File: config.mk
export PLATFORM = sky130hd
export DESIGN_NAME = bsfc_cfg
export DESIGN_NICKNAME = d
export VERILOG_FILES = /design/src/rtl/bipartite_skip_flag_closure_top_macros.svh /design/src/rtl/bsfc_pkg.sv /design/src/rtl/bsfc_cfg.sv
export SDC_FILE = /design/constraint.sdc
export NUM_CORES = 1
export LEC_CHECK = 0
export BUFFER_PORTS_ARGS = -buffer_cell sky130_fd_sc_hd__buf_2
export CAP_MARGIN = 20
export CORE_MARGIN = 5
export CORE_UTILIZATION = 25
export CTS_CLUSTER_SIZE = 20
export DETAILED_ROUTE_END_ITERATION = 12
export RECOVER_POWER = 25
export SKIP_CTS_REPAIR_TIMING = 1
export SLEW_MARGIN = 30
export SYNTH_ARGS = -nofsm -noshare
export SYNTH_HDL_FRONTEND = slang
export SYNTH_SLANG_ARGS = --single-unit
File: constraint.sdc
create_clock -name clk -period 1.5 [get_ports clk]
set_input_delay 0.075 -clock clk [delete_from_list [all_inputs] [get_ports clk]]
set_output_delay 0.075 -clock clk [all_outputs]
set_load 0.05 [all_outputs]
File: src/rtl/bipartite_skip_flag_closure_top_macros.svh
// Assertion macros for the skip-flag closure block.
// Used by the top level. The including module must have a clk and a rst signal.
`ifndef BIPARTITE_SKIP_FLAG_CLOSURE_TOP_MACROS_SVH
`define BIPARTITE_SKIP_FLAG_CLOSURE_TOP_MACROS_SVH

// The consequent must hold in the same cycle as the antecedent.
`define BSFC_ASSERT_NOW(lbl, ante, cons, msg) \
  lbl: assert property (@(posedge clk) disable iff (rst) (ante) |-> (cons)) else $error(msg);

// The consequent must hold in the cycle after the antecedent.
`define BSFC_ASSERT_NEXT(lbl, ante, cons, msg) \
  lbl: assert property (@(posedge clk) disable iff (rst) (ante) |=> (cons)) else $error(msg);

`endif

File: src/rtl/bsfc_pkg.sv
// Shared types and constants for the skip-flag closure block.
// No dependencies. The top level and the register module use it.
package bsfc_pkg;

  localparam int MAX_NODES_DEF  = 256;
  localparam int LIST_DEPTH_DEF = 16;

  // Command codes of the input word.
  localparam logic [2:0] CMD_LOAD_EARLY  = 3'd0;
  localparam logic [2:0] CMD_LOAD_LATE   = 3'd1;
  localparam logic [2:0] CMD_APPEND_SUCC = 3'd2;
  localparam logic [2:0] CMD_APPEND_PRED = 3'd3;
  localparam logic [2:0] CMD_RUN         = 3'd4;
  localparam logic [2:0] CMD_READ       = 3'd5;

  // Register map.
  localparam int           PADDR_W      = 3;
  localparam logic [2:0]   REG_CUTOFF   = 3'd0;

  localparam logic [7:0]   SUCC_LIMIT   = 8'd2;
  localparam logic [9:0]   COUNT_MAX    = 10'd1023;

  typedef struct packed {
    logic [2:0]  cmd;
    logic        side;
    logic [7:0]  node_index;
    logic        node_valid;
    logic [7:0]  hard_count;
    logic [7:0]  total_count;
    logic        initial_flag;
    logic [15:0] partner_distance;
    logic        partner_available;
    logic [7:0]  partner_index;
  } in_word_t;

  typedef struct packed {
    logic        flag_value;
    logic [9:0]  marked_count;
    logic        run_done;
  } out_word_t;

  // One partner list entry as stored.
  typedef struct packed {
    logic [15:0] distance;
    logic        avail;
    logic [7:0]  idx;
  } entry_t;

endpackage

File: src/rtl/bsfc_cfg.sv
// APB register file of the skip-flag closure block: holds the distance cutoff.
// Depends on bsfc_pkg.
module bsfc_cfg (
  input  logic                         clk,
  input  logic                         rst,
  input  logic                         psel,
  input  logic                         penable,
  input  logic                         pwrite,
  input  logic [bsfc_pkg::PADDR_W-1:0] paddr,
  input  logic [31:0]                  pwdata,
  output logic [31:0]                  prdata,
  output logic                         pready,
  output logic [15:0]                  cutoff
);

  assign pready = 1'b1;

  always_ff @(posedge clk) begin
    if (rst) begin
      cutoff <= '0;
    end else if (psel && penable && pwrite && (paddr == bsfc_pkg::REG_CUTOFF)) begin
      cutoff <= pwdata[15:0];
    end
  end

  always_comb begin
    prdata = '0;
    if (paddr == bsfc_pkg::REG_CUTOFF) begin
      prdata = {16'd0, cutoff};
    end
  end

endmodule

==> metrics <==
1st-pass router iterations=2; max reg flops=16; worst hold path type=primary input to register; Root Buffer=clkbuf_8; commonest non-fill, non-tap cell in the layout=buf_2; Cells after Synth=107; Max stage delay cell, worst path=buf_2; Most Crowded Layer GR=met2; Critical Path AT=1020 ps; CTS tree=built; setup TNS=0 ps; final hold slack=77.9 ps; Slew Viols, Final=0; Die Ht=73.2 µm; largest net degree at the start of global routing=33; Max Cap Viol=0; DRT iter0 DRCs=16; Final WS setup=406 ps; mapped cell area=1000 µm²; worst path cell trace=clkbuf_1 -> nor3_4 -> buf_4 -> and2_1 -> buf_2; Detail Route Antenna Nets=0; Highest Clock Rate=914 MHz; Yosys warnings=0; Total Wirelength=2230 µm; Nets=200; routed len/inst=10.7 µm; antenna violations before repair=0; pwr dens=785 nW/µm²; Initial Util=0.254; Core ar.=3940 µm²; Core Util, Final=0.322; Unique masters post-synth=11; Worst slew margin=0.653; layout cells sized above 1=0.390; crit-path max FO=16; Filler Cells Inserted=442; total die area=5360 µm²; num rows=23; Biggest register=cutoff; GR Layer Usage met1=0.0922; gr usage total=0.0837; first-pass GRT wire length=3460 µm; Port Buffers=55; clock skew=0 ps; CTS sink count=16; Clk Latency, worst-skew pair=250 ps; vias per cell=3.83; CP max stage delay=260 ps; share of the synthesized area in the top cell type=0.320; Lkg Pwr=0.630 nW; H-tree depth=1; FF+latch count, synth=16; diode count=0; Setup Crit Path Kind=primary input to primary output; DRC viols=0; final setup fails=0; total CTS buffers=3; Slew @ Worst Pin=520 ps; top cell type by total area after synthesis=dfxtp_1; Top Registers=cutoff: 16 flops; minimum clock period=1090 ps; most frequent cells in the layout=54 x buf_2, 32 x nand2b_1, 17 x conb_1; IO Pins=89; crit path capture type=primary output; WP data required=1420 ps; Synth area leaders=dfxtp_1 32%, nand2b_1 20%, mux2i_1 16%; Seq/Total Area, Yosys=0.320; RSZ-0062 raised after global routing=false; Vias=800; met2 Use GR=0.151; hold violation total from the final report=0; vias in the first global route=763; RePlAce Congestion=0.594; chip width=73.2 µm; Overflow after GRT=0; Syn-to-layout area delta=27.2%; pre-CTS setup slack=313 ps; Period Utilization, post-route=0.729; syn_area_per_cell=9.34 µm²; Clock Path Buffers=2; met3 Usage GRT=0.0110; clk slew on worst S/H paths=60 ps; Worst VDD drop=0.000204 V; Startpoint Class=primary input; status=finished clean
==> layout make-up <==
type                    count  area [µm²]  area share
clock buffers               4        55.1      0.0433
multi-input cells          83         552       0.434
well taps                  50        62.6      0.0492
flip-flops and latches     16         320       0.252
repair buffers             56         282       0.221
==> cell families (layout without fill, tap and decap cells) <==
| group | after synthesis | count (layout) | synth area share |
|---|---|---|---|
| simple gates | 50 | 50 | 0.329 |
| buf+inv | 23 | 60 | 0.183 |
| mux | 16 | 16 | 0.160 |
| flops | 16 | 16 | 0.320 |
| other cells | 2 | 17 | 0.00751 |
==> where the power goes <==
group	total, W	internal, W	switching (W)	leakage (nW)
Clock	0.000384	0.000233	0.000151	0.0288
Sequential	0.000430	0.000428	0.00000212	0.129
Combinational	0.000184	0.0000461	0.000138	0.473
Total	0.000998	0.000707	0.000291	0.630
==> final timing paths <==
path / startpoint / to / slack (ps) / cells after the start
max: paddr[1] / prdata[2] / 410 / 5
min: pwdata[12] / cutoff[12] / 80 / 3
max reg2reg: cutoff[11] / cutoff[11] / 890 / 2
min reg2reg: cutoff[12] / cutoff[12] / 480 / 2
==> per-stage QoR <==
stage | instance area, µm² | std cells | power (W)
6_report | 1270 | 209 | 0.000998
5_1_grt | 1270 | 209 | 0.00105
4_1_cts | 1270 | 209 | 0.00102
3_5_place_dp | 1220 | 205 | 0.000626
3_3_place_gp | 1220 | 205 | 0.000625
2_1_floorplan | 1060 | 122 | 0.000619
==> synthesized netlist by cell type (all sizes together) <==
library cell	count
and2	16
nor3	1
nand2b	32
dfxtp	16
conb	2
clkbuf	4
mux2i	16
and4	1
buf	19
==> metal layers <==
metal | vias to the layer above | part of all wire | wire length [µm]
li1 | 405 | - | -
met1 | 355 | 0.39 | 864
met2 | 36 | 0.51 | 1150
met3 | 4 | 0.081 | 180
met4 | 0 | 0.018 | 41
met5 | - | 0 | 0
==> worst max-delay path: cells and delay by family <==
family                 cells  cell delay (ps)
buffers and inverters      3              590
AND/OR/NAND/NOR            2              350
(Power assumes the default switching activity.)
